<file path="src/hdl/pctsel_ram.sv">
// generic simple dual port ram with registered read
module pctsel_ram #(
	parameter int WIDTH = 16,
	parameter int DEPTH = 256
) (
	input  logic                     clk,
	input  logic                     we,
	input  logic [$clog2(DEPTH)-1:0] waddr,
	input  logic [WIDTH-1:0]         wdata,
	input  logic [$clog2(DEPTH)-1:0] raddr,
	output logic [WIDTH-1:0]         rdata
);

	logic [WIDTH-1:0] mem [DEPTH];

	// write port and registered read port
	always_ff @(posedge clk) begin
		if (we) begin
			mem[waddr] <= wdata;
		end
		rdata <= mem[raddr];
	end

endmodule

</file>
<file path="config.mk">
export PLATFORM = sky130hd
export DESIGN_NAME = pctsel_ram
export DESIGN_NICKNAME = d
export VERILOG_FILES = /design/src/hdl/pctsel_ram.sv
export SDC_FILE = /design/constraint.sdc
export NUM_CORES = 2
export LEC_CHECK = 0
export BUFFER_PORTS_ARGS = -buffer_cell sky130_fd_sc_hd__clkbuf_2
export CAP_MARGIN = 40
export CELL_PAD_IN_SITES_DETAIL_PLACEMENT = 0
export CELL_PAD_IN_SITES_GLOBAL_PLACEMENT = 2
export CORE_MARGIN = 2
export CORE_UTILIZATION = 40
export DETAILED_ROUTE_END_ITERATION = 10
export GPL_ROUTABILITY_DRIVEN = 0
export PLACE_DENSITY_LB_ADDON = 0.3
export RECOVER_POWER = 25
export SYNTH_ARGS = -nofsm -noshare
export SYNTH_HDL_FRONTEND = slang
export SYNTH_SLANG_ARGS = --single-unit
</file>
<file path="constraint.sdc">
create_clock -name clk -period 6.7 [get_ports clk]
set_clock_uncertainty 0.05 [all_clocks]
set_input_delay 0.335 -clock clk [delete_from_list [all_inputs] [get_ports clk]]
set_output_delay 0.335 -clock clk [all_outputs]
set_load 0.01 [all_outputs]
</file>
== Word level (Yosys, flattened, before mapping) ==
Memories as Yosys holds them, arrays and structs flattened. A register that Yosys moved wholly into a read port is not among the register bits.
Cells that the tools add are included.

* Add/sub/neg operators: 0
* $mul: 0
* Div/mod/pow operators: 0
* Magnitude comparators: 0
* Eq/ne operators: 0
* Shift operators: 0
* Mux-type cells: 2
* Bitwise logic cells: 0
* Reduce and logical (&&, ||, !) cells: 0

{| class="wikitable"
|+ Operators with widths
! kind !! number
|-
| $mux W1 || 2
|}

* Flip-flop bits (word level): 0
* Bits in latches: 0
* RAM bits: 4096
* Memory bits (read-only): 0
* Output and inout port bits: 16
* Logic and storage cells: 3
* Memories: 1

{| class="wikitable"
|+ Memory list
! name !! words !! width !! rd ports !! clocked after memory_dff !! write ports !! RTL line !! text
|-
| mem || 256 || 16 || 1 || 1 || 1 || 14 || <nowiki>logic [WIDTH-1:0] mem [DEPTH];</nowiki>
|}

== Depth between registers and ports, before layout ==
* Depth after elaboration: 2
* Depth in mapped cells: 12
* Mapped depth without buffers: 6

== Worst setup path after synthesis ==
Ideal clock, no wire load.

* Path kind: input to register
* Start: in waddr[3]
* End: mem mem[235][0], enable pin
* Setup time: 0.388 ns
* Arrival: 2.112 ns
* Path slack: 4.150 ns
* Stages on the path: 6
* Path buffers: 3
* Cells stage by stage: clkbuf_1 nor2b_1 clkbuf_1 nand4_1 clkbuf_1 nor2_1

{| class="wikitable"
|+ RTL lines
! item !! RTL line !! text
|-
| from (decl) || 8 || <nowiki>input logic [$clog2(DEPTH)-1:0] waddr,</nowiki>
|-
| to (decl) || 14 ||
|}

No word-level cell before the write port.

== Worst setup path in the final report ==
* Start: in wdata[11]
* End: mem mem[149][11] (data pin)

{| class="wikitable"
|+ RTL lines
! item !! RTL line !! text
|-
| from (decl) || 9 || <nowiki>input logic [WIDTH-1:0] wdata,</nowiki>
|}

No word-level cell before the write port.

==> metrics.cfg <==
[setup_path]
worstPathMaxFanout = 209
arrival_ps = 5350
crit_type = in -> reg
r2r_start = mem[136][8]$_DFFE_PP_
rr_endpoint = rdata[8]$_DFF_P_
reg2regPathDepth = 7
cp-start-kind = primary input
cp-end-kind = register
regToRegSetupSlack_ps = 3370
cp.required_ps = 7000

[global_route]
grt_max_degree = 210
grt_pass1_vias = 78230
antenna_found_initial = 37
grt_usage = 0.2196
grt_pass1_wl_microns = 621400
grt_overflow = 0

[layout]
layout.nets = 7891
instances_no_fill = 13480
regArea_sq_um = 123300
area_growth_pct = 14.73
fillers = 32850
drive_gt1_frac = 0.2577
multiInputGateArea_sq_um = 33140

[clocking]
cts_tree = built
ctsResizeCount = 0
cts_root_buffer = clkbuf_16
worstSkewPairLatency_ps = 1000
cts_hold_buf = 16
cts_made_buffers = 427
cts_setup_buffers = 0
clock-sinks = 4112
htree_num_levels = 5
clkTransAtPathRegs_ps = 60
cts.path.max_buffers = 4

[status]
violations = max-capacitance violations, max-slew violations
status = complete, but fails checks

[synth]
synthCells = 7360
synth.area.top_cells = edfxtp_1 (77%), mux4_2 (11%), mux2i_1 (3.6%)
synth.most_common_cell = edfxtp_1
async_flop_share = 0
synth-simple-area-share = 0.01574
synth-xor-area-share = 0
yosys-top-cells-count = edfxtp_1 (4096), mux4_2 (797), mux2i_1 (565)
netlist_area_sq_um = 158700
synth_compound_area_frac = 0.03537
synth_top_family_by_area = multiplexers
yosys_most_used_dff = edfxtp_1
synth-seq-cells = 4112
ys_seq_area_frac = 0.7770
synthDistinctLibCells = 52
synth_edf_count = 4096
yosysTopAreaCell = edfxtp_1
syn_nets = 7394
syn_avg_cell_area_sq_um = 21.56
netlist.area_leader.share = 0.7750
synthAdderAreaFrac = 0
muxShareOfSynthArea = 0.1550
yosys_warnings = 0

[timing]
setup_viol = 0
maxSlewViolCount = 755
finalCriticalPeriod_ps = 5043
rsz0062_at_grt = false
fmax_ghz = 0.1983
finalSetupTns_ps = 0
final_hold_viol_count = 0
maxSlewHeadroom = -1.912
worst_pin_slew_ps = 4368
fin_crit_sh = 0.7527

[floorplanning]
initial_utilization = 0.4014
die_h_microns = 633.9
num_rows = 231
dieWidth_microns = 633.9
die-area_sq_um = 401800
core_sq_um = 395400
ios = 50

[power_and_ir_drop]
p_seq_frac = 0.518
power.density_nw_per_um2 = 301.6
p_sw_mw = 11.82
switching_share = 0.2153
p_leak_nw = 57.33
p_int_mw = 43.09
power_frac_clock = 0.433
power_frac_comb = 0.049
p_total_mw = 54.91
ir_worst_vdd_mv = 0.2495

[hold_path]
min_from = waddr[1]
hold_path_depth = 3
holdPathEnd = mem[203][5]$_DFFE_PP_
hp-class = in -> reg

[routing]
route.detailed.drc = 0
num_vias = 78620
ant_nets = 0
first_pass_iters = 8
drtIter0Drc = 9003
via_per_inst = 5.832
postRouteWirelength_microns = 446200
wl_per_cell_microns = 33.10

[placed_design]
dp.cells = 12650
io_buffers = 49
dp_hpwl_microns = 263000

[job]
maxCapViolations = 11

[worst max path at each step]
| stage | cells past startpoint | slack, ps | startpoint | end |
|---|---|---|---|---|
| 2_1_floorplan | 6 | 4150 | waddr[3] | mem[235][0]$_DFFE_PP_ |
| 6_report | 3 | 1660 | wdata[11] | mem[149][11]$_DFFE_PP_ |
| 5_1_grt | 3 | 1510 | wdata[11] | mem[151][11]$_DFFE_PP_ |
| 3_3_place_gp | 10 | 1740 | raddr[0] | rdata[3]$_DFF_P_ |
| 3_5_place_dp | 10 | 1850 | raddr[0] | rdata[3]$_DFF_P_ |
| 4_1_cts | 10 | 2890 | raddr[0] | rdata[3]$_DFF_P_ |
[power by group through the flow]
stage               combinational [mW]  clock [mW]  sequential [mW]
global placement                  2.64           0             29.0
global route                      2.81        25.2             28.4
floorplan                         1.40           0             28.9
finish                            2.68        23.8             28.5
detailed placement                2.70           0             29.0
CTS                               2.71        24.2             28.4
[critical path, stage by stage]
cell	delay, ps
dlygate4sd3_1	530
clkbuf_1	1840
clkbuf_4	2050
[logic make-up (layout without fill, tap and decap cells)]
group | count (synthesis) | count (layout)
flip-flops | 4112 | 4112
multiplexers | 1450 | 1450
AO/OA/AOI/OAI | 786 | 786
AND/OR/NAND/NOR | 556 | 556
buffers and inverters | 456 | 1316
other | 0 | 19
[placed cells by master (no fill, tap or decap), types with 46 or more instances in the layout]
cell type / count
edfxtp_1: 4096
mux4_2: 797
mux2i_1: 565
clkbuf_16: 430
buf_4: 299
o221ai_1: 252
nor2_1: 179
a21oi_1: 175
o22ai_1: 148
clkbuf_1: 132
nor2_2: 122
mux2_2: 88
nor3_1: 88
clkinv_1: 85
buf_8: 72
clkinv_2: 71
bufinv_16: 46
[per-stage QoR]
| step | hold slack [ps] | utilization | cell area, sq um | setup slack (ps) |
|---|---|---|---|---|
| after global routing | 166.4 | 0.4605 | 182100 | 1505 |
| after detailed placement | 711.0 | 0.4250 | 168000 | 1848 |
| after global placement | 703.2 | 0.4214 | 166600 | 1743 |
| final | 211.5 | 0.4606 | 182100 | 1657 |
| after floorplan | 383.9 | - | 158700 | 4150 |
| after CTS | 66.20 | 0.4609 | 182200 | 2893 |
[area by class of cell]
cell class              instances  share of cell area
inverters                       4           0.0001512
flip-flops and latches       4112              0.6772
clock inverters               235             0.01431
diodes                         19           0.0002611
clock buffers                 557             0.06286
multi-input cells            2792              0.1820
repair buffers                520             0.02718
well taps                    5242             0.03602
[layer usage]
layer | track usage | part of all wire | vias to the layer above
met3 | 0.03935 | 0.073 | 561
met2 | 0.3505 | 0.48 | 3015
met5 | 0 | 0.000058 | -
met4 | 0.06392 | 0.031 | 4
met1 | 0.3095 | 0.42 | 42690
li1 | - | - | 32350
[registers in the layout (all words and copies together) (netlist names)]
signal and cells:
mem 4096, rdata 16
No activity file was read; power rests on OpenSTA's default activity.
