--- src/hdl/pctsel_pkg.sv ---
// shared types and constants of the percentile selection block
package pctsel_pkg;

	localparam int SAMPLE_W        = 16;
	localparam int PCT_W           = 17;
	localparam int MAX_SAMPLES_DEF = 256;
	localparam logic [PCT_W-1:0] PCT_RESET = 17'd32768;

	// one input item
	typedef struct packed {
		logic [SAMPLE_W-1:0] sample;
		logic                last;
	} smp_item_t;

	// one result item
	typedef struct packed {
		logic [SAMPLE_W-1:0] selected;
		logic                overflow;
	} res_item_t;

	// control of the rank counting unit
	typedef struct packed {
		logic clear;
		logic en;
	} cnt_ctl_t;

endpackage

--- src/hdl/pctsel_count.sv ---
// counts stored samples below and not above the current candidate
module pctsel_count #(
	parameter int CNT_W = 9
) (
	input  logic                          clk,
	input  logic                          arst_n,
	input  pctsel_pkg::cnt_ctl_t          ctl,
	input  logic [pctsel_pkg::SAMPLE_W-1:0] sample,
	input  logic [pctsel_pkg::SAMPLE_W-1:0] cand,
	output logic [CNT_W-1:0]              lt,
	output logic [CNT_W-1:0]              le
);

	logic [CNT_W-1:0] lt_q;
	logic [CNT_W-1:0] le_q;

	// accumulate one compared sample per cycle while ctl.en is set
	always_ff @(posedge clk or negedge arst_n) begin
		if (!arst_n) begin
			lt_q <= '0;
			le_q <= '0;
		end else if (ctl.clear) begin
			lt_q <= '0;
			le_q <= '0;
		end else if (ctl.en) begin
			if (sample < cand) begin
				lt_q <= lt_q + CNT_W'(1);
			end
			if (sample <= cand) begin
				le_q <= le_q + CNT_W'(1);
			end
		end
	end

	assign lt = lt_q;
	assign le = le_q;

endmodule
--- config.mk ---
export PLATFORM = sky130hd
export DESIGN_NAME = pctsel_count
export DESIGN_NICKNAME = d
export VERILOG_FILES = /design/src/hdl/pctsel_pkg.sv /design/src/hdl/pctsel_count.sv
export SDC_FILE = /design/constraint.sdc
export NUM_CORES = 1
export LEC_CHECK = 0
export BUFFER_PORTS_ARGS = -buffer_cell sky130_fd_sc_hd__buf_2
export CORE_ASPECT_RATIO = 1.1
export CORE_MARGIN = 10
export CORE_UTILIZATION = 52
export DETAILED_ROUTE_END_ITERATION = 16
export PLACE_DENSITY = 0.85
export SYNTH_ARGS = -nofsm -noshare
export SYNTH_HDL_FRONTEND = slang
export SYNTH_SLANG_ARGS = --single-unit
--- constraint.sdc ---
create_clock -name clk -period 3.43 [get_ports clk]
set_input_delay 1.029 -clock clk [delete_from_list [all_inputs] [get_ports clk]]
set_output_delay 1.029 -clock clk [all_outputs]
set_load 0.02 [all_outputs]
Word-level counts from Yosys, hierarchy flattened. Cells that the tools add are included. W data, S select, Z words.

Add/sub/neg operators: 2. $mul: 0. Div/mod/pow operators: 0. $lt $le $gt $ge: 2. Equality and inequality tests: 0. Shift-type cells: 0. Muxes and demuxes: 6. Bitwise operators: 0. Reduce and logical (&&, ||, !) cells: 5.

Operator list (count): $mux W9 (6); $add A9 B1 Y9 const B (2); $le A16 B16 Y1 (1); $lt A16 B16 Y1 (1); $reduce_bool A2 Y1 (3); $reduce_and A2 Y1 (2).

Register bits: 18. Latch bits: 0. Memory bits (writable): 0. ROM bits: 0. Input port bits: 36. Output and inout port bits: 18. Memories: 0.

Longest topological paths before layout.
Depth after elaboration: 4. Mapped depth: 10. Mapped depth without buffers: 8.

Worst setup path before layout. OpenSTA, ideal clock, no wires.

Path kind: input to register. Start: in cand[15] (netlist bit). End: reg le_q[5], in the netlist le[5]. Setup time: 0.128 ns. Arrival time: 3.058 ns. Path slack: 0.245 ns. Stages on the path: 8. Path buffers: 1. Path through: inv_1 ha_1 nand4_1 or3_1 or4_1 buf_4 a211oi_2 mux2_1.

Longest elaborated chain between the ends: 3.

RTL lines: start: declaration (line pctsel_count.sv:9) `input logic [pctsel_pkg::SAMPLE_W-1:0] cand,`; $le A16 B16 Y1 (line pctsel_count.sv:29) `if (sample <= cand) begin`; $reduce_bool A2 Y1 (no source line); $reduce_and A2 Y1 (no source line); end signal: assignment (line pctsel_count.sv:30) `le_q <= le_q + CNT_W'(1);`; end: declaration (line pctsel_count.sv:15) `logic [CNT_W-1:0] le_q;`.

Every way passes these cells. A chain may end at the register's enable or synchronous reset.

Worst setup path after layout.
Start: in cand[15] (netlist bit). End: reg le_q[3], in the netlist le[3].

The elaborated chain is that of the path after synthesis.

==> results.yml <==
run_status:
  status: "finished clean"
logic_synthesis:
  syn_nets: 217
  netlist_area_mm2: 0.001375
  ys_ff_latch: 18
  yosys_warnings: 0
  ys_seq_area_share_pct: 32.76
  syn_area_per_cell_um2: 8.436
  synthCells: 163
  synth_cell_type_count: 30
clock_network:
  clk_pin_slew_ns: 0.09
  clkLatencyLatePin_ns: 0.29
  cts_tree: "done"
  cts_max_path_buffers: 2
  ctsResizeCount: 0
  htreeDepth: 1
  cts_root_buf: "clkbuf_4"
  cts_hold_buf: 0
  cts_setup_buffers: 0
  numCtsBuffers: 3
  clock-sinks: 18
global_route:
  first_global_vias: 1389
  antenna_found_initial: 0
  grt_pass1_wl_mm: 5.816
  grt_max_degree: 26
  grtUsageTotal_pct: 13.01
  grt-ovfl-total: 0
critical_path:
  reg2reg_to: "le[8]$_DFFE_PN0P_"
  worst-r2r-setup-slack_ns: 1.88
  crit_chain: "buf_2 > inv_1 > ha_1 > nand4_1 > or3_1 > or4_1 > a21oi_1 > mux2_2"
  end_kind: "flop"
  cp_data_required_time_ns: 3.61
  slowest_delay_ns: 0.73
  path_class: "in2reg"
  crit_slowest_cell: "or4_1"
  reg2reg_from: "le[2]$_DFFE_PN0P_"
  path_max_fanout: 9
  worstRegToRegCells: 6
  crit_arrival_ns: 3.33
  crit_path_start_kind: "input port"
timing:
  skew_ns: 0.002225
  rsz0062_at_grt: "false"
  maxSlewViolCount: 0
  hold_viol: 0
  setup_viol: 0
  relSlewSlack_pct: 61.00
  worstMarginPinSlew_ns: 0.5805
  final.min_clock_period_ns: 3.144
  timing.final.crit_share_pct: 91.66
  max_clock_freq_mhz: 318.1
worst_hold_path:
  holdCritStartpoint: "lt[8]$_DFFE_PN0P_"
  hold_class: "reg2reg"
  holdPathEnd: "lt[8]$_DFFE_PN0P_"
  hold_path_depth: 2
placement:
  port_buffers: 53
  gp_congestion: 0.7872
  placed_cells: 244
  place_hpwl_mm: 2.763
pwr:
  ir_drop_v: 0.0001510
  power.density_mw_per_mm2: 253.5
  p_total_w: 0.0004289
  total_leakage_power_nw: 0.8980
detailed_routing:
  drc: 0
  drtIter0Drc: 74
  detail_route.wl_per_cell_um: 13.52
  vias: 1319
  ant_nets: 0
  drt_first_pass_iters: 4
  vias_per_cell: 5.340
  wl_mm: 3.339
floorplan:
  dieArea_mm2: 0.005104
  rows: 19
  die_w_um: 69.03
  core_region_area_mm2: 0.002520
  die_h_um: 73.94
  io_pins: 54
  start_util_pct: 54.57
finish:
  stdcell_count: 247
  fill_cells: 242
  final_common_cell: "buf_2"
  syn2layout_area_growth_pct: 23.02
  final_util_pct: 67.13
  nNetsFinal: 272
  antenna_cells: 0
  mostFrequentLayoutCells: "buf_2, inv_1, a21oi_1"
  layout-drive-gt1-share_pct: 30.09
flow_run:
  maxCapViolCount: 0
-- worst max-delay path by stage --
stage / start / to / depth (start not counted)
2_1_floorplan: cand[15] / le[5]$_DFFE_PN0P_ / 8
3_3_place_gp: sample[15] / le[5]$_DFFE_PN0P_ / 7
3_5_place_dp: cand[15] / le[3]$_DFFE_PN0P_ / 8
4_1_cts: cand[15] / le[3]$_DFFE_PN0P_ / 8
5_1_grt: sample[7] / lt[8]$_DFFE_PN0P_ / 9
6_report: cand[15] / le[3]$_DFFE_PN0P_ / 8
-- metrics by stage --
| stage | setup TNS, ns | worst slack, ns | hold WS (ns) | area, µm² |
|---|---|---|---|---|
| 4_1_cts | 0 | 0.2859 | 0.5550 | 1692 |
| 6_report | 0 | 0.2861 | 0.5519 | 1692 |
| 2_1_floorplan | 0 | 0.2447 | 0.6319 | 1375 |
| 3_5_place_dp | -0.03385 | -0.02927 | 0.5412 | 1669 |
| 3_3_place_gp | 0 | 0.05639 | 0.5405 | 1669 |
| 5_1_grt | 0 | 0.1616 | 0.5953 | 1692 |
-- power breakdown --
part	total (W)	leakage (nW)	switching, W	internal (W)
clock	0.000104	0.0138	0.0000627	0.0000408
sequential	0.000223	0.250	0.00000688	0.000216
combinational	0.000102	0.635	0.0000563	0.0000458
-- critical path: cells and delay by family --
| kind | cells | cell delay [ns] |
|---|---|---|
| buf+inv | 2 | 0.11 |
| simple gates | 3 | 1.27 |
| fa+ha+maj | 1 | 0.28 |
| compound gates | 1 | 0.28 |
| mux | 1 | 0.36 |
-- routing by layer --
layer / track usage, % / wire (µm)
met1: 14.18 / 1443
met2: 23.58 / 1584
met3: 3.989 / 264
met4: 4.698 / 47
met5: 0 / 0
-- final cells by class --
type / instances / area, µm² / share of cell area, %
Multi-Input combinational cell: 119 / 820.8 / 48.52
Sequential cell: 18 / 450.4 / 26.63
Tap cell: 31 / 38.79 / 2.293
Inverter: 21 / 78.83 / 4.660
Timing Repair Buffer: 55 / 280.3 / 16.57
Clock buffer: 3 / 22.52 / 1.331
-- cell usage after synthesis --
| cell type | count | area share [%] |
|---|---|---|
| nor2_1 | 10 | 2.7 |
| o21bai_1 | 1 | 0.55 |
| ha_1 | 18 | 16 |
| inv_2 | 1 | 0.27 |
| o21ai_0 | 4 | 1.5 |
| a21oi_1 | 20 | 7.3 |
| dfrtp_1 | 18 | 33 |
| clkbuf_1 | 2 | 0.55 |
| nor3_1 | 3 | 1.1 |
| o21a_1 | 2 | 1.1 |
| nand4_1 | 4 | 1.8 |
| nor2b_1 | 7 | 3.2 |
| or3_1 | 5 | 2.3 |
| o22ai_1 | 1 | 0.46 |
| or4_1 | 5 | 2.7 |
| o31ai_1 | 4 | 2.2 |
| a211oi_2 | 1 | 0.91 |
| nand2_1 | 11 | 3.0 |
| mux2_2 | 5 | 4.1 |
| buf_4 | 1 | 0.55 |
| buf_2 | 2 | 0.73 |
| and2_1 | 1 | 0.46 |
| o21ai_1 | 1 | 0.36 |
| nand3_1 | 10 | 3.6 |
| o2111ai_1 | 1 | 0.64 |
| a211oi_1 | 1 | 0.55 |
| xnor2_1 | 1 | 0.64 |
| inv_1 | 20 | 5.5 |
| mux2_1 | 2 | 1.6 |
| a21boi_0 | 1 | 0.55 |
-- logic make-up after synthesis --
family	share of synthesized area [%]
compound gates	16.02
xor+xnor	0.6371
fa+ha+maj	16.38
buf+inv	7.552
flops	32.76
mux	5.732
simple gates	20.93
-- flip-flops by register name (all words and copies together) (netlist names) --
| name | count |
|---|---|
| lt | 9 |
| le | 9 |
No activity file was read; power rests on OpenSTA's default activity.
